### src/rtl/core/button_debounce_long_press_defines.svh
// ----------------------------------------------------------------------------
// Button debounce assertion macros
// Shared concurrent assertion helpers; empty when SYNTH is defined.
// ----------------------------------------------------------------------------
`ifndef BUTTON_DEBOUNCE_LONG_PRESS_DEFINES_SVH
`define BUTTON_DEBOUNCE_LONG_PRESS_DEFINES_SVH

`ifndef SYNTH
// same-cycle implication
`define BDLP_ASSERT_NOW(label, clk, rst_n, ante, cons, msg) \
  label: assert property (@(posedge clk) disable iff (!rst_n) (ante) |-> (cons)) \
    else $error(msg);
// next-cycle implication
`define BDLP_ASSERT_NXT(label, clk, rst_n, ante, cons, msg) \
  label: assert property (@(posedge clk) disable iff (!rst_n) (ante) |=> (cons)) \
    else $error(msg);
`else
`define BDLP_ASSERT_NOW(label, clk, rst_n, ante, cons, msg)
`define BDLP_ASSERT_NXT(label, clk, rst_n, ante, cons, msg)
`endif

`endif

### src/rtl/core/bdlp_pkg.sv
// ----------------------------------------------------------------------------
// Button debounce package
// Types, register indexes and reset values shared by the debounce block.
// ----------------------------------------------------------------------------
package bdlp_pkg;

  localparam int unsigned DEF_TIME_WIDTH = 32;
  localparam int unsigned NOW_W          = 32;
  localparam int unsigned CFG_IDX_W      = 2;
  localparam int unsigned CFG_DATA_W     = 16;
  localparam int unsigned MS_W           = 16;

  localparam logic [CFG_IDX_W-1:0] CFG_ACTIVE_LEVEL    = 2'd0;
  localparam logic [CFG_IDX_W-1:0] CFG_DEBOUNCE_TIME   = 2'd1;
  localparam logic [CFG_IDX_W-1:0] CFG_LONG_PRESS_TIME = 2'd2;

  localparam logic            RST_ACTIVE_LEVEL    = 1'b0;
  localparam logic [MS_W-1:0] RST_DEBOUNCE_TIME   = 16'd20;
  localparam logic [MS_W-1:0] RST_LONG_PRESS_TIME = 16'd1000;

  typedef enum logic [1:0] {
    EV_NONE    = 2'd0,
    EV_PRESS   = 2'd1,
    EV_RELEASE = 2'd2,
    EV_LONG    = 2'd3
  } event_e;

  typedef struct packed {
    logic            active_level;
    logic [MS_W-1:0] debounce_time;
    logic [MS_W-1:0] long_press_time;
  } cfg_t;

endpackage

### src/rtl/core/button_debounce_long_press.sv
// ----------------------------------------------------------------------------
// Button debounce with long-press detection
// Debounces polled pin samples and reports press, release and long press.
// ----------------------------------------------------------------------------
//  channel | signals                               | direction
//  --------+---------------------------------------+----------
//  in      | in_valid_i/in_ready_o, now_time_i,    | sink
//          | pin_level_i                           |
//  out     | out_valid_o/out_ready_i, event_code_o,| source
//          | is_pressed_o                          |
//  cfg     | cfg_valid_i/cfg_ready_o, cfg_index_i, | sink
//          | cfg_data_i                            |
//
// One poll beat per cycle while the sink takes results; an input beat passes
// through the input register, then the state update into the result register.
// Reset puts the button at released level (inverse of the reset active
// level); no pin is read. A stalled result holds the result register and,
// one beat later, the input register; in_ready_o then drops.
// Config writes are always ready; unknown indexes are dropped.
// ----------------------------------------------------------------------------
`include "button_debounce_long_press_defines.svh"

module button_debounce_long_press
  import bdlp_pkg::*;
#(
  parameter int unsigned TIME_WIDTH = DEF_TIME_WIDTH
) (
  input  logic                  clk_i,
  input  logic                  rst_ni,
  // poll input
  input  logic                  in_valid_i,
  output logic                  in_ready_o,
  input  logic [NOW_W-1:0]      now_time_i,
  input  logic                  pin_level_i,
  // result output
  output logic                  out_valid_o,
  input  logic                  out_ready_i,
  output logic [1:0]            event_code_o,
  output logic                  is_pressed_o,
  // configuration writes
  input  logic                  cfg_valid_i,
  output logic                  cfg_ready_o,
  input  logic [CFG_IDX_W-1:0]  cfg_index_i,
  input  logic [CFG_DATA_W-1:0] cfg_data_i
);

  cfg_t cfg;

  // input register
  logic                  s1_valid_q, s1_valid_d;
  logic [TIME_WIDTH-1:0] s1_now_q;
  logic                  s1_pin_q;

  logic   out_can_load;
  logic   advance;
  logic   in_fire;
  event_e step_event;
  logic   step_pressed;
  event_e out_event;

  assign cfg_ready_o = 1'b1;

  bdlp_cfg u_cfg (
    .clk_i       (clk_i),
    .rst_ni      (rst_ni),
    .cfg_valid_i (cfg_valid_i),
    .cfg_index_i (cfg_index_i),
    .cfg_data_i  (cfg_data_i),
    .cfg_o       (cfg)
  );

  // the input stage moves on whenever the result register can take a beat
  assign advance    = s1_valid_q && out_can_load;
  assign in_ready_o = !s1_valid_q || out_can_load;
  assign in_fire    = in_valid_i && in_ready_o;

  always_comb begin
    s1_valid_d = s1_valid_q;
    if (in_fire) begin
      s1_valid_d = 1'b1;
    end else if (advance) begin
      s1_valid_d = 1'b0;
    end
  end

  always_ff @(posedge clk_i or negedge rst_ni) begin
    if (!rst_ni) begin
      s1_valid_q <= 1'b0;
    end else begin
      s1_valid_q <= s1_valid_d;
    end
  end

  // timestamp taken modulo 2^TIME_WIDTH
  always_ff @(posedge clk_i) begin
    if (in_fire) begin
      s1_now_q <= TIME_WIDTH'(now_time_i);
      s1_pin_q <= pin_level_i;
    end
  end

  bdlp_step #(
    .TIME_WIDTH (TIME_WIDTH)
  ) u_step (
    .clk_i     (clk_i),
    .rst_ni    (rst_ni),
    .fire_i    (advance),
    .now_i     (s1_now_q),
    .pin_i     (s1_pin_q),
    .cfg_i     (cfg),
    .event_o   (step_event),
    .pressed_o (step_pressed)
  );

  bdlp_out u_out (
    .clk_i       (clk_i),
    .rst_ni      (rst_ni),
    .load_i      (advance),
    .event_i     (step_event),
    .pressed_i   (step_pressed),
    .can_load_o  (out_can_load),
    .out_valid_o (out_valid_o),
    .out_ready_i (out_ready_i),
    .event_o     (out_event),
    .pressed_o   (is_pressed_o)
  );

  assign event_code_o = out_event;

  // back-pressure only when both stages hold a beat
  `BDLP_ASSERT_NOW(a_stall_full, clk_i, rst_ni,
    !in_ready_o, s1_valid_q && out_valid_o, "input stalled with a free stage")
  // a beat in the input register that cannot move stays put
  `BDLP_ASSERT_NXT(a_s1_hold, clk_i, rst_ni,
    s1_valid_q && !out_can_load,
    s1_valid_q && $stable(s1_now_q) && $stable(s1_pin_q), "input beat lost")

endmodule

### src/rtl/core/bdlp_cfg.sv
// ----------------------------------------------------------------------------
// Button debounce configuration registers
// Holds active level, debounce time and long-press time.
// ----------------------------------------------------------------------------
module bdlp_cfg
  import bdlp_pkg::*;
(
  input  logic                  clk_i,
  input  logic                  rst_ni,
  input  logic                  cfg_valid_i,
  input  logic [CFG_IDX_W-1:0]  cfg_index_i,
  input  logic [CFG_DATA_W-1:0] cfg_data_i,
  output cfg_t                  cfg_o
);

  cfg_t cfg_q, cfg_d;

  always_comb begin
    cfg_d = cfg_q;
    if (cfg_valid_i) begin
      case (cfg_index_i)
        CFG_ACTIVE_LEVEL:    cfg_d.active_level    = cfg_data_i[0];
        CFG_DEBOUNCE_TIME:   cfg_d.debounce_time   = cfg_data_i[MS_W-1:0];
        CFG_LONG_PRESS_TIME: cfg_d.long_press_time = cfg_data_i[MS_W-1:0];
        default:             cfg_d = cfg_q;  // unknown index: dropped
      endcase
    end
  end

  always_ff @(posedge clk_i or negedge rst_ni) begin
    if (!rst_ni) begin
      cfg_q.active_level    <= RST_ACTIVE_LEVEL;
      cfg_q.debounce_time   <= RST_DEBOUNCE_TIME;
      cfg_q.long_press_time <= RST_LONG_PRESS_TIME;
    end else begin
      cfg_q <= cfg_d;
    end
  end

  assign cfg_o = cfg_q;

endmodule

### src/rtl/core/bdlp_step.sv
// ----------------------------------------------------------------------------
// Button debounce step logic
// Debounce and long-press state with the per-poll update.
// ----------------------------------------------------------------------------
`include "button_debounce_long_press_defines.svh"

module bdlp_step
  import bdlp_pkg::*;
#(
  parameter int unsigned TIME_WIDTH = DEF_TIME_WIDTH
) (
  input  logic                  clk_i,
  input  logic                  rst_ni,
  input  logic                  fire_i,
  input  logic [TIME_WIDTH-1:0] now_i,
  input  logic                  pin_i,
  input  cfg_t                  cfg_i,
  output event_e                event_o,
  output logic                  pressed_o
);

  // compare width covers both the elapsed time and the 16-bit limits
  localparam int unsigned CW = (TIME_WIDTH > MS_W) ? TIME_WIDTH : MS_W;

  logic                  stable_q, stable_d;
  logic                  last_q, last_d;
  logic [TIME_WIDTH-1:0] change_q, change_d;
  logic [TIME_WIDTH-1:0] press_q, press_d;
  logic                  long_rep_q, long_rep_d;

  logic [TIME_WIDTH-1:0] since_chg, since_press;
  logic                  take, long_hit;
  event_e                event_d;

  always_comb begin
    last_d     = pin_i;
    change_d   = (pin_i != last_q) ? now_i : change_q;
    since_chg  = now_i - change_d;
    since_press = now_i - press_q;

    take = (pin_i != stable_q) &&
           (CW'(since_chg) >= CW'(cfg_i.debounce_time));
    long_hit = (stable_q == cfg_i.active_level) &&
               (cfg_i.long_press_time != '0) && !long_rep_q &&
               (CW'(since_press) >= CW'(cfg_i.long_press_time));

    stable_d   = stable_q;
    press_d    = press_q;
    long_rep_d = long_rep_q;
    event_d    = EV_NONE;
    if (take) begin
      stable_d = pin_i;
      if (pin_i == cfg_i.active_level) begin
        press_d    = now_i;
        long_rep_d = 1'b0;
        event_d    = EV_PRESS;
      end else begin
        event_d = EV_RELEASE;
      end
    end else if (long_hit) begin
      long_rep_d = 1'b1;
      event_d    = EV_LONG;
    end
  end

  always_ff @(posedge clk_i or negedge rst_ni) begin
    if (!rst_ni) begin
      stable_q   <= ~RST_ACTIVE_LEVEL;
      last_q     <= ~RST_ACTIVE_LEVEL;
      change_q   <= '0;
      press_q    <= '0;
      long_rep_q <= 1'b0;
    end else if (fire_i) begin
      stable_q   <= stable_d;
      last_q     <= last_d;
      change_q   <= change_d;
      press_q    <= press_d;
      long_rep_q <= long_rep_d;
    end
  end

  assign event_o   = event_d;
  assign pressed_o = (stable_d == cfg_i.active_level);

  // an edge event always leaves the accepted level at the sampled pin
  `BDLP_ASSERT_NXT(a_edge_takes_pin, clk_i, rst_ni,
    fire_i && (event_d == EV_PRESS || event_d == EV_RELEASE),
    stable_q == $past(pin_i), "edge event without level update")
  // a long press is reported once until the next press
  `BDLP_ASSERT_NXT(a_long_once, clk_i, rst_ni,
    fire_i && event_d == EV_LONG, long_rep_q, "long press not latched")

endmodule

### src/rtl/core/bdlp_out.sv
// ----------------------------------------------------------------------------
// Button debounce result register
// Holds one result beat until the sink takes it.
// ----------------------------------------------------------------------------
module bdlp_out
  import bdlp_pkg::*;
(
  input  logic   clk_i,
  input  logic   rst_ni,
  input  logic   load_i,
  input  event_e event_i,
  input  logic   pressed_i,
  output logic   can_load_o,
  output logic   out_valid_o,
  input  logic   out_ready_i,
  output event_e event_o,
  output logic   pressed_o
);

  logic   valid_q, valid_d;
  event_e event_q;
  logic   pressed_q;

  assign can_load_o = !valid_q || out_ready_i;

  always_comb begin
    valid_d = valid_q;
    if (load_i) begin
      valid_d = 1'b1;
    end else if (out_ready_i) begin
      valid_d = 1'b0;
    end
  end

  always_ff @(posedge clk_i or negedge rst_ni) begin
    if (!rst_ni) begin
      valid_q <= 1'b0;
    end else begin
      valid_q <= valid_d;
    end
  end

  always_ff @(posedge clk_i) begin
    if (load_i) begin
      event_q   <= event_i;
      pressed_q <= pressed_i;
    end
  end

  assign out_valid_o = valid_q;
  assign event_o     = event_q;
  assign pressed_o   = pressed_q;

endmodule

### config.mk
export PLATFORM = sky130hd
export DESIGN_NAME = button_debounce_long_press
export DESIGN_NICKNAME = d
export VERILOG_FILES = /design/src/rtl/core/bdlp_pkg.sv /design/src/rtl/core/button_debounce_long_press.sv /design/src/rtl/core/bdlp_cfg.sv /design/src/rtl/core/bdlp_step.sv /design/src/rtl/core/bdlp_out.sv
export VERILOG_INCLUDE_DIRS = /design/src /design/src/rtl/core
export SDC_FILE = /design/constraint.sdc
export NUM_CORES = 1
export LEC_CHECK = 0
export BUFFER_PORTS_ARGS = -buffer_cell sky130_fd_sc_hd__buf_2
export CAP_MARGIN = 15
export CORE_MARGIN = 3
export CORE_UTILIZATION = 40
export CTS_BUF_LIST = sky130_fd_sc_hd__clkbuf_4 sky130_fd_sc_hd__clkbuf_8
export CTS_CLUSTER_SIZE = 10
export DETAILED_ROUTE_END_ITERATION = 8
export PLACE_DENSITY = 0.56
export SYNTH_ARGS = -nofsm -noshare
export SYNTH_HDL_FRONTEND = slang
export SYNTH_SLANG_ARGS = --single-unit
### constraint.sdc
create_clock -name clk_i -period 14.6 [get_ports clk_i]
set_clock_uncertainty 0.15 [all_clocks]
set_input_delay 0 -clock clk_i [delete_from_list [all_inputs] [get_ports clk_i]]
set_output_delay 0 -clock clk_i [all_outputs]
set_load 0.03 [all_outputs]
======== Word level (Yosys, flattened, before mapping) ========
Cells that the tools add are included.
operators by class
  add/subtract/negate cells ............... 2
  order comparisons ....................... 2
  equality and inequality tests ........... 8
  multiplexer cells ....................... 12
  reductions and logical operators ........ 21
operators with widths
  cell                                                             count
  32-bit by 16-bit >= comparator with 1-bit output                 2
  32-bit subtractor                                                2
  32-bit 2-to-1 mux                                                1
  16-bit nonzero test                                              1
  1-bit 2-to-1 mux                                                 8
  1-bit logical AND                                                6
  2-bit 2-to-1 mux                                                 3
  2-bit AND reduction                                              3
  3-bit AND reduction                                              2
  2-bit nonzero test                                               3
  1-bit == test                                                    3
  1-bit zero test                                                  3
  2-bit by 1-bit == test with 1-bit output, second input constant  1
  2-bit == test, second input constant                             1
  2-bit zero test                                                  1
  1-bit logical OR                                                 2
  1-bit != test                                                    2
  2-bit != test, second input constant                             1
storage, ports and cells
  flip-flop bits (word level) ............. 138
  output and inout bits ................... 6
  logic and storage cells ................. 59

======== Depth between registers and ports, before layout ========
Gate-level depths: netlist of run 1.
  depth in word-level cells ............... 7
  depth in mapped cells ................... 29
  gate-level depth less buffers ........... 24

======== Modules after synthesis ========
A second synthesis of run 1 with hierarchy kept.
second synthesis, totals
  cell total of the unflattened synthesis .. 1139
  area total of the unflattened synthesis .. 10806.6 µm²
by module, submodules not included
  module                      instances  cells an instance  area each (µm²)  sequential area each (µm²)
  bdlp_step                   1          1022               8254.2           1679.1
  bdlp_cfg                    1          71                 1352.5           835.8
  button_debounce_long_press  1          40                 1062.3           1016.0
  bdlp_out                    1          6                  137.6            115.1

======== Worst setup path after synthesis of run 1 ========
No wires, ideal clock.
  path type ............................... reg-to-reg
  start ................................... register s1_pin_q
  end ..................................... register u_step.press_q[26]
  library setup time ...................... 0.127 ns
  data arrival time ....................... 5.870 ns
  required time ........................... 14.323 ns
  setup slack ............................. 8.453 ns
  stages on the path, launching flop included .. 30
  buffers on the path ..................... 5
  period minus slack after synthesis ...... 6.147 ns
  cells stage by stage .................... edfxtp_1 buf_4 xnor2_1 clkbuf_1 buf_1 clkbuf_1 nand2_1 o21ai_0 ha_1 inv_1 nor3_1 nor2_1 nand3_1 a21oi_1 a22o_1 and3_1 a311oi_1 xnor2_1 ha_1 a21o_1 a21o_1 a221oi_1 o211ai_1 a21oi_1 o2111ai_1 nor4_1 nand4_2 o211ai_2 buf_6 mux2_1
on the way
  cells in the longest elaborated chain, start to end .. 6
  elaborated cells on any way between the ends .. 8
  classes of those cells .................. add/sub: 1; order compare: 1; eq/ne: 3; mux: 1; reduce/logical: 2
RTL lines
  item                                              line                              RTL
  start: declaration                                button_debounce_long_press.sv:52  logic s1_pin_q;
  start signal: assignment                          button_debounce_long_press.sv:98  s1_pin_q <= pin_level_i;
  1-bit != test                                     bdlp_step.sv:37                   change_d = (pin_i != last_q) ? now_i : change_q;
  32-bit 2-to-1 mux                                 bdlp_step.sv:37
  via u_step.change_d[0]                            bdlp_step.sv:27                   logic [TIME_WIDTH-1:0] change_q, change_d;
  32-bit subtractor                                 bdlp_step.sv:38                   since_chg = now_i - change_d;
  32-bit by 16-bit >= comparator with 1-bit output  bdlp_step.sv:42                   (CW'(since_chg) >= CW'(cfg_i.debounce_time));
  1-bit logical AND                                 bdlp_step.sv:41                   take = (pin_i != stable_q) &&
  3-bit AND reduction (no source line)              n/a
  end signal: assignment                            bdlp_step.sv:77                   press_q <= press_d;
  end: declaration                                  bdlp_step.sv:28                   logic [TIME_WIDTH-1:0] press_q, press_d;
The timed path passes the listed nets, and every way through them passes these cells.
A chain may end at the register's enable or synchronous reset.

======== Final worst setup path of run 1 ========
  start ................................... register s1_pin_q
  end ..................................... register u_step.press_q[6]
The elaborated chain is that of the path after synthesis.

==> key figures, run 1 <==
Layout
  • Final core utilization: 0.4779
  • Most frequent cells in the layout: 92 x dfrtp_1, 85 x inv_1, 84 x nand2_1, 84 x ha_1, 69 x o21ai_0
  • Nets: 1,314
  • Storage cell area: 3646 µm²
  • Commonest non-fill, non-tap cell in the layout: dfrtp_1
  • Layout cells sized above 1: 0.1577
  • Inserted Diodes: 0
  • Finished Cell Area: 11,790 µm²
  • Fillers: 2,403
  • Area grow syn2layout: 15.74%
  • Area occupied by multi-input gates: 6096 µm²

Clocking
  • Clock Tree Buf Depth: 2
  • Clk root buf: clkbuf_8
  • Clock Latency Late Sink: 0.47 ns
  • Clk slew on worst S/H paths: 0.10 ns
  • TritonCTS buffer count: 17
  • CTS H-tree lvls: 4
  • CTS tree: done
  • Clock sinks: 138
  • Post-CTS Resized: 0

Placement
  • Post-DP HPWL: 20.71 mm
  • PortBufs: 60
  • Placed inst area: 10,810 µm²
  • GPL Wtd Cong: 0.9408

Worst setup path
  • Largest stage delay on the critical path: 0.64 ns
  • Reg-to-Reg Start: s1_pin_q$_DFFE_PP_
  • CP Launch Point: s1_pin_q$_DFFE_PP_
  • Worst setup path class: reg -> reg
  • Slowest CP cell: edfxtp_1
  • Setup slack, reg-to-reg: 8.25 ns
  • Worst Path Arrival: 6.54 ns
  • Crit end category: flip-flop
  • Worst EP required: 14.79 ns
  • Worst-path maximum fanout: 33
  • Setup crit start kind: flip-flop

Min path
  • Min-delay worst type: in -> reg
  • Hold_sp: now_time_i[8]

Yosys
  • Post-synth top area cell: dfrtp_1
  • Yosys reg bits: 138
  • YS warnings: 0
  • Post-Syn Nets: 1,206
  • Post-synth EDFFs: 36
  • Syn Area/Cell: 9.567 µm²
  • Gate Count Post-Synth: 1,065
  • Post-Syn Area: 10,190 µm²
  • Ranking of synthesized cells by area: dfrtp_1 23%, edfxtp_1 11%, ha_1 10%
  • Synth cell types: 81
  • Commonest register cell after synthesis: dfrtp_1
  • Sequential fraction of the synthesis area: 0.3579
  • Post-synthesis async set-or-reset flop share: 0.7391
  • Share of the synthesized area in the top cell type: 0.2260

Route
  • Vias/cell: 5.469
  • Pre-antenna DRT Iters: 5
  • DR WL/cell: 17.86 µm
  • Wirelength, routed: 26.97 mm
  • DRC: 0
  • Vias: 8,258
  • Routed Antenna Nets: 0
  • DRT iter0 DRCs: 649

Flow run
  • Max_cap viols: 0

Floorplan
  • Die width: 165.6 µm
  • Initial Utilization: 0.4129
  • Chip height: 165.6 µm
  • I/O pins: 62
  • # rows: 57
  • Die area: 27,420 µm²
  • Core Box Area: 24,680 µm²

Global routing
  • Grt met1 use: 0.3043
  • First-pass GRT wire length: 43.41 mm
  • Vias in the first global route: 8,053
  • Tot GR Track Use: 0.2057
  • Most used routing layer: met1
  • GR Util met3: 0.03293
  • Met2 usage: 0.3036
  • Initial antenna violation count: 0
  • Largest net degree at the start of global routing: 74
  • Aggregate global routing overflow: 0

Timing
  • Slew at the pin closest to its max-slew limit: 0.9831 ns
  • Setup TNS Final: 0 ns
  • Slew Limit Fails: 0
  • Unrepaired setup endpoints after global routing: no
  • Max Fclk: 157.6 MHz
  • Setup-failing EPs final: 0
  • Slew Limit Headroom: 0.3446
  • Final period utilization: 0.4346
  • Tmin final: 6.346 ns
  • Final Hold Viols: 0

Power and ir drop
  • VDD IR max: 68.59 µV
  • Cell Pwr Density: 182.4 nW/µm²
  • P_leak: 5.227 nW

Run status
  • Status: finished clean
==> synth_stat cells (14+ instances only) <==
| cell | instances |
|---|---|
| nand2_1 | 84 |
| a21oi_1 | 65 |
| ha_1 | 84 |
| mux2_2 | 60 |
| a31oi_1 | 14 |
| dfrtp_1 | 92 |
| o21ai_0 | 69 |
| edfxtp_1 | 36 |
| clkbuf_1 | 24 |
| nand4_1 | 14 |
| mux2_1 | 28 |
| nor3_1 | 17 |
| nor2b_1 | 17 |
| mux2i_1 | 31 |
| nor2_1 | 56 |
| xnor2_1 | 26 |
| nand2b_1 | 21 |
| xor2_1 | 24 |
| a21o_1 | 27 |
| inv_1 | 85 |
==> kinds of logic (layout without fill, tap and decap cells) <==
family	count (synthesis)	in the layout	synth area share
compound gates	276	276	0.1789
fa+ha+maj	92	92	0.1122
simple gates	270	270	0.1316
flops	138	138	0.3579
xor+xnor	51	51	0.04458
other cells	1	1	0.0003681
mux	119	119	0.1277
buf+inv	118	239	0.04667
==> critical path, delay by kind of cell (launching register included) <==
family | cells | cell delay [ns]
buf+inv | 3 | 0.91
fa+ha+maj | 2 | 0.51
xor+xnor | 2 | 0.31
flops | 1 | 0.64
compound gates | 11 | 1.91
simple gates | 7 | 1.35
mux | 1 | 0.37
==> sequential cells by signal, indices dropped and copies added, names as in the netlist <==
register	flops
u_cfg.cfg_o	33
s1_now_q	32
u_step.change_q	32
u_step.press_q	32
u_out.event_o	2
s1_pin_q	1
s1_valid_q	1
u_out.out_valid_o	1
u_out.pressed_o	1
u_step.last_q	1
u_step.long_rep_q	1
u_step.stable_q	1
==> repair_timing <==
item / 4_1_cts / 5_1_grt
hold buffers: 57 / 0
endpoints found under the hold margin: 101 / 0
setup buffers: 0 / 0
==> report_power, final <==
group	total, mW	switching [mW]	internal (mW)
Combinational	1.24	0.706	0.531
Sequential	0.582	0.0749	0.507
Clock	0.331	0.187	0.145
==> area by class of cell <==
type,count,area share
inverter,85,0.02706
clock buffer,17,0.01984
multi-input combinational,809,0.5169
timing repair buffer,122,0.07809
sequential,138,0.3092
clock inverter,15,0.01454
tap,324,0.03438
==> metrics by stage <==
stage / total power [mW] / hold WS [ns] / worst slack (ns) / cells
4_1_cts: 2.153 / 0.05669 / 8.234 / 1510
5_1_grt: 2.351 / 0.06376 / 7.803 / 1510
2_1_floorplan: 1.499 / -0.4456 / 8.453 / 1065
6_report: 2.151 / 0.08274 / 8.254 / 1510
3_5_place_dp: 1.801 / -0.1673 / 8.281 / 1421
3_3_place_gp: 1.794 / -0.1786 / 8.422 / 1421
==> per-layer routing <==
layer	vias up	part of all wire
met2	194	0.42
met3	38	0.051
met1	3916	0.50
met5	-	0
met4	0	0.027
li1	4110	-
==> path summary, 6_finish.rpt <==
check                                                  end  depth (start not counted)
max                          u_step.press_q[6]$_DFFE_PN0P_                         26
min                                  s1_now_q[8]$_DFFE_PP_                          2
max reg2reg                  u_step.press_q[6]$_DFFE_PN0P_                         26
min reg2reg                u_step.change_q[29]$_DFFE_PN0P_                          2
max in group asynchronous      u_cfg.cfg_o[12]$_DFFE_PN0P_                          4
min in group asynchronous      u_step.stable_q$_DFFE_PN1P_                          3
(Power assumes the default switching activity.)
==> run 2: changes to the inputs <==
--- a/config.mk
+++ b/config.mk
@@ -13,7 +13,7 @@
 export CTS_BUF_LIST = sky130_fd_sc_hd__clkbuf_4 sky130_fd_sc_hd__clkbuf_8
 export CTS_CLUSTER_SIZE = 10
 export DETAILED_ROUTE_END_ITERATION = 8
-export PLACE_DENSITY = 0.56
+export PLACE_DENSITY = 0.58
 export SYNTH_ARGS = -nofsm -noshare
 export SYNTH_HDL_FRONTEND = slang
 export SYNTH_SLANG_ARGS = --single-unit
==> constraint.sdc (replaced) <==
create_clock -name clk_i -period 5.6 [get_ports clk_i]
set_clock_uncertainty 0.15 [all_clocks]
set_input_delay 0 -clock clk_i [delete_from_list [all_inputs] [get_ports clk_i]]
set_output_delay 0 -clock clk_i [all_outputs]
set_load 0.03 [all_outputs]
==> run 2 against run 1 <==
First-iteration DRC count rose by 1.4%. Cell area up 3.2%. Critical path depth is 1 lower. Final cell count grew 2.6%. Utilization is 1.5 points higher. Clock power up 140%. Wire length grew 4.5%. Count of clock-buffer cells in the layout is 2 higher. Worst setup slack got worse by 7.9 ns. Maximum frequency rose by 20%. Critical endpoint is now u_step.press_q[15]$_DFFE_PN0P_. Largest cell class unchanged. Largest power group unchanged.
==> key figures, run 2 (synthesis gave the netlist of run 1 again) <==
Layout
  • Inserted Diodes: 0
  • Max FFs per register: 33
  • Post-Layout Cell Count: 1,549
  • Area occupied by multi-input gates: 6185 µm²
  • Finished Cell Area: 12,170 µm²
  • Nets: 1,353
  • Commonest non-fill, non-tap cell in the layout: dfrtp_1
  • Most frequent cells in the layout: 92 x dfrtp_1, 85 x inv_1, 84 x nand2_1
  • Fillers: 2,358
  • Area grow syn2layout: 19.45%
  • Storage cell area: 3646 µm²
  • Layout cells sized above 1: 0.1927

Global routing
  • Aggregate global routing overflow: 0
  • First-pass GRT wire length: 45.25 mm
  • Largest net degree at the start of global routing: 68
  • Initial antenna violation count: 0
  • Tot GR Track Use: 0.2108
  • Vias in the first global route: 8,404

Timing
  • Setup-failing EPs final: 0
  • Fin Hold WS: 0.1013 ns
  • Final Hold Viols: 0
  • Slew Limit Fails: 0
  • Unrepaired setup endpoints after global routing: no
  • Slew Limit Headroom: 0.3809
  • Max Fclk: 189.8 MHz
  • Slew at the pin closest to its max-slew limit: 0.9287 ns
  • Final period utilization: 0.9409
  • Tmin final: 5.269 ns

Worst setup path
  • Reg2reg end: u_step.press_q[15]$_DFFE_PN0P_
  • Worst setup path class: reg -> reg
  • R2R depth: 25
  • Worst-path maximum fanout: 8
  • Setup slack, reg-to-reg: 0.33 ns
  • Worst Path Arrival: 5.45 ns
  • Setup crit start kind: flip-flop
  • Crit end category: flip-flop
  • Reg-to-Reg Start: u_step.last_q$_DFFE_PN1P_
  • Worst EP required: 5.78 ns

Clocking
  • Clock Tree Buf Depth: 2
  • Clock Latency Late Sink: 0.46 ns
  • Clk root buf: clkbuf_8
  • CTS tree: done
  • CTS H-tree lvls: 4
  • Clk slew on worst S/H paths: 0.09 ns
  • Clock sinks: 138
  • TritonCTS buffer count: 17

Route
  • Routed Antenna Nets: 0
  • DR WL/cell: 18.19 µm
  • Vias/cell: 5.507
  • Vias: 8,531
  • Pre-antenna DRT Iters: 5
  • DRT iter0 DRCs: 658
  • Wirelength, routed: 28.18 mm
  • DRC: 0

Placement
  • Placed inst area: 11,000 µm²
  • GPL Wtd Cong: 0.9051
  • DP Cell Count: 1,445
  • PortBufs: 60
  • Post-DP HPWL: 20.88 mm

Floorplan
  • # rows: 57
  • Initial Utilization: 0.4129
  • Die area: 27,420 µm²
  • Chip height: 165.6 µm
  • Die width: 165.6 µm
  • Core Box Area: 24,680 µm²
  • I/O pins: 62

Min path
  • Min-delay worst type: in -> reg
  • Hold Path Depth: 2
  • Hold_sp: now_time_i[19]
  • Hold path endpoint: s1_now_q[19]$_DFFE_PP_

Power and ir drop
  • P_leak: 5.415 nW
  • Cell Pwr Density: 466.1 nW/µm²
  • VDD IR max: 188.3 µV

Run status
  • Status: finished clean

Flow run
  • Max_cap viols: 0
run 2: cell types whose count changed in the layout (fill, tap and decap cells not counted), sizes merged:
cell      delta
buf         +37
clkbuf       +3
inv          -3
clkinvlp     +2
clkinv       -1
o211ai       +1
run 2: where the power goes:
group,switching (mW),internal [mW],total [mW]
Combinational,1.87,1.48,3.35
Sequential,0.204,1.32,1.53
Clock,0.432,0.365,0.797
Total,2.50,3.17,5.67
run 2: critical path, cell delays in order (launching register included):
cell and delay [ns]:
dfstp_2 0.59, xnor2_4 0.14, nand2_1 0.06, o21ai_0 0.08, ha_2 0.21, inv_1 0.08
nor3_2 0.20, nor2_2 0.06, nand3_2 0.09, a21oi_2 0.07, a22o_1 0.26, and3_1 0.20
a311oi_2 0.22, xnor2_1 0.11, ha_1 0.31, a21o_1 0.18, a21o_1 0.19, a221oi_2 0.22
o211ai_1 0.11, a21oi_1 0.14, o2111ai_1 0.13, nor4_2 0.38, nand4_4 0.23, o211ai_4 0.20
clkbuf_16 0.21, mux2_1 0.32
run 2: cell type report:
type | instances | share of cell area
Multi-Input combinational cell | 810 | 0.5082
Sequential cell | 138 | 0.2996
Timing Repair Buffer | 160 | 0.1026
Tap cell | 324 | 0.03331
Inverter | 85 | 0.02622
Clock buffer | 19 | 0.02046
Clock inverter | 13 | 0.009664
run 2: metal layers:
layer,track usage,part of all wire,up-vias
met5,0,0,-
met4,0.04877,0.016,0
met3,0.03143,0.038,29
met2,0.3328,0.46,184
met1,0.3055,0.49,4128
li1,-,-,4190
run 2: timing repair:
action,CTS,global route
gates cloned,1,1
endpoints found under the hold margin,103,0
hold buffers,57,0
pin swaps,1,11
resized for setup,2,11
endpoints found under the setup margin,31,37
setup buffers,3,10
run 2: worst max path at each step:
| stage | startpoint | endpoint | slack [ns] |
|---|---|---|---|
| floorplan | u_step.last_q$_DFFE_PN1P_ | u_step.press_q[26]$_DFFE_PN0P_ | 0.007 |
| global placement | u_step.last_q$_DFFE_PN1P_ | u_step.press_q[1]$_DFFE_PN0P_ | 0.09 |
| detailed placement | u_step.last_q$_DFFE_PN1P_ | u_step.press_q[8]$_DFFE_PN0P_ | -0.08 |
| CTS | u_step.last_q$_DFFE_PN1P_ | u_step.press_q[20]$_DFFE_PN0P_ | 0.03 |
| global route | u_step.last_q$_DFFE_PN1P_ | u_step.press_q[15]$_DFFE_PN0P_ | 0.005 |
| finish | u_step.last_q$_DFFE_PN1P_ | u_step.press_q[15]$_DFFE_PN0P_ | 0.33 |
run 2: stage by stage:
stage,setup WS [ns],utilization,TNS (ns),total power [mW]
final,0.3310,0.4932,0,5.673
after floorplan,0.007416,-,0,3.919
after global routing,0.005350,0.4932,0,6.184
after detailed placement,-0.07882,0.4457,-1.644,4.740
after global placement,0.09324,0.4457,0,4.715
after CTS,0.03488,0.4862,0,5.602
==> run 3: changes to the inputs <==
--- a/config.mk
+++ b/config.mk
@@ -9,11 +9,11 @@
 export BUFFER_PORTS_ARGS = -buffer_cell sky130_fd_sc_hd__buf_2
 export CAP_MARGIN = 15
 export CORE_MARGIN = 3
-export CORE_UTILIZATION = 40
+export CORE_UTILIZATION = 58
 export CTS_BUF_LIST = sky130_fd_sc_hd__clkbuf_4 sky130_fd_sc_hd__clkbuf_8
 export CTS_CLUSTER_SIZE = 10
 export DETAILED_ROUTE_END_ITERATION = 8
-export PLACE_DENSITY = 0.58
+export PLACE_DENSITY = 0.8
 export SYNTH_ARGS = -nofsm -noshare
 export SYNTH_HDL_FRONTEND = slang
 export SYNTH_SLANG_ARGS = --single-unit
==> run 3 against run 2 <==
Sequential power is essentially flat. Largest cell class unchanged. Count of clock-buffer cells in the layout down 2. Critical endpoint is now u_out.event_o[1]$_DFFE_PP_. Die area down 30%. Non-clock buffer count down 8. Sequential share of layout area up 0.18 points.
==> key figures, run 3 (synthesis gave the netlist of run 1 again) <==
Run status
  • Status: finished clean

Floorplan
  • Die width: 138.5 µm
  • I/O pins: 62
  • Initial Utilization: 0.6037
  • Die area: 19,190 µm²
  • # rows: 47
  • Core Box Area: 16,880 µm²
  • Chip height: 138.5 µm

Route
  • Wirelength, routed: 29.24 mm
  • Pre-antenna DRT Iters: 7
  • Vias/cell: 6.358
  • DRT iter0 DRCs: 1,045
  • Vias: 9,136
  • Routed Antenna Nets: 0
  • DR WL/cell: 20.35 µm
  • DRC: 0

Global routing
  • Initial antenna violation count: 0
  • Largest net degree at the start of global routing: 72
  • Aggregate global routing overflow: 0
  • Grt met1 use: 0.4028
  • Tot GR Track Use: 0.2948
  • GR Util met3: 0.04793
  • Most used routing layer: met2
  • First-pass GRT wire length: 45.66 mm
  • Vias in the first global route: 8,668
  • Met2 usage: 0.4771

Worst setup path
  • Reg-to-Reg Start: s1_now_q[0]$_DFFE_PP_
  • Worst setup path class: reg -> reg
  • End of the critical path: u_out.event_o[1]$_DFFE_PP_
  • Setup crit start kind: flip-flop
  • Largest stage delay on the critical path: 0.44 ns
  • Worst Path Arrival: 5.61 ns
  • CP cell instances: inv_2 > ha_1 > inv_1 > fa_1 > a211oi_2 > o21ai_2 > a31o_2 > a21o_1 > a21oi_1 > xnor2_1 > ha_1 > a211o_1 > a211oi_2 > nor3_1 > nor4_1 > o21ai_0 > nor3_1 > and4_1 > nand4_1 > o31ai_2 > a21bo_1 > and3_1
  • CP Launch Point: s1_now_q[0]$_DFFE_PP_
  • Reg2reg end: u_out.event_o[1]$_DFFE_PP_
  • Worst EP required: 5.67 ns
  • R2R depth: 22
  • Crit end category: flip-flop
  • Setup slack, reg-to-reg: 0.06 ns
  • Slowest CP cell: fa_1
  • Worst-path maximum fanout: 4

Clocking
  • Clock Latency Late Sink: 0.47 ns
  • CTS tree: done
  • Clock sinks: 138
  • Clk slew on worst S/H paths: 0.09 ns
  • Clock Tree Buf Depth: 2
  • TritonCTS buffer count: 17
  • CTS H-tree lvls: 4
  • Clk root buf: clkbuf_8

Placement
  • GPL Wtd Cong: 0.9512
  • Post-DP HPWL: 19.62 mm
  • PortBufs: 60
  • Pre-CTS WS: -0.07448 ns

Timing
  • Max Fclk: 180.5 MHz
  • Tmin final: 5.540 ns
  • Final Hold Viols: 0
  • Fin worst setup slack: 0.06049 ns
  • Setup-failing EPs final: 0
  • Final period utilization: 0.9892
  • Slew Limit Headroom: 0.3747
  • Slew Limit Fails: 0
  • Fin Hold WS: 0.08422 ns
  • Slew at the pin closest to its max-slew limit: 0.9379 ns

Layout
  • Layout cells sized above 1: 0.1939
  • Inserted Diodes: 0
  • Most frequent cells in the layout: 92 x dfrtp_1, 84 x nand2_1, 83 x inv_1, 83 x ha_1, 68 x o21ai_0
  • Nets: 1,345
  • Max FFs per register: 33
  • Commonest non-fill, non-tap cell in the layout: dfrtp_1
  • Area occupied by multi-input gates: 6218 µm²
  • Area grow syn2layout: 18.75%
  • Fillers: 1,137
  • Storage cell area: 3646 µm²

Min path
  • Min-delay worst type: in -> reg

Power and ir drop
  • NetSw: 2.640 mW
  • P_int: 3.263 mW
  • Logic pwr share: 0.584
  • Cell Pwr Density: 487.9 nW/µm²
  • VDD IR max: 243.6 µV
  • Switching share of power: 0.4473
  • Sequential share of power: 0.264
  • P_leak: 5.430 nW
  • Clock power share: 0.152

Flow run
  • Max_cap viols: 0
-- run 3: changes by cell type in the layout (fill, tap and decap cells not counted), sizes merged --
cell      delta
clkinvlp     -1
clkbuf       -2
buf          -8
clkinv       +2
inv          -1
bufinv       +2
-- run 3: final cells by class --
class / count / area share
sequential: 138 / 0.3013
tap: 220 / 0.02275
clock inverter: 15 / 0.01562
inverter: 85 / 0.02637
clock buffer: 17 / 0.01934
multi-input combinational: 810 / 0.5140
timing repair buffer: 152 / 0.1006
-- run 3: what timing repair did --
item / in CTS / in global routing
buffers inserted: 4 / 15
gates cloned: 1 / 1
hold buffers: 57 / 0
hold endpoints to repair: 99 / 0
gates resized for setup: 1 / 25
setup endpoints to repair: 30 / 37
pin swaps: 2 / 19
-- run 3: power by group through the flow --
stage | Clock, mW | Sequential [mW] | Combinational, mW
2_1_floorplan | 0 | 1.48 | 2.44
3_3_place_gp | 0 | 1.53 | 3.02
3_5_place_dp | 0 | 1.55 | 3.10
4_1_cts | 0.891 | 1.54 | 3.19
5_1_grt | 0.950 | 1.58 | 3.79
6_report | 0.898 | 1.56 | 3.45
-- run 3: metrics by stage --
| stage | instances | setup TNS (ns) | cell area, µm² | utilization | power (mW) |
|---|---|---|---|---|---|
| finish | 1437 | 0 | 12100 | 0.7169 | 5.903 |
| global route | 1437 | -0.5808 | 12100 | 0.7169 | 6.318 |
| CTS | 1421 | 0 | 11860 | 0.7024 | 5.622 |
| detailed placement | 1327 | -1.266 | 10750 | 0.6370 | 4.649 |
| global placement | 1327 | 0 | 10750 | 0.6370 | 4.555 |
| floorplan | 1065 | 0 | 10240 | - | 3.919 |
-- run 3: worst max-delay path, delay by kind of cell (launching register included) --
kind            cells  cell delay [ns]
compound gates     10             2.31
xor+xnor            1             0.17
fa+ha+maj           3             0.92
buf+inv             2             0.18
flops               1             0.41
simple gates        6             1.15
-- run 3: how the worst min path moves through the flow --
stage	startpoint	endpoint	slack [ns]	cells after the start
2_1_floorplan	rst_ni	s1_valid_q$_DFFE_PN0P_	-0.45	0
3_3_place_gp	rst_ni	u_cfg.cfg_o[17]$_DFFE_PN0P_	-0.20	1
3_5_place_dp	rst_ni	u_cfg.cfg_o[17]$_DFFE_PN0P_	-0.19	1
4_1_cts	now_time_i[4]	s1_now_q[4]$_DFFE_PP_	0.06	2
5_1_grt	now_time_i[23]	s1_now_q[23]$_DFFE_PP_	0.08	2
6_report	now_time_i[7]	s1_now_q[7]$_DFFE_PP_	0.08	2
-- run 3: layer usage --
layer,part of all wire,vias up
met5,0,-
met4,0.034,0
met3,0.077,85
met2,0.47,450
met1,0.42,4426
li1,-,4175
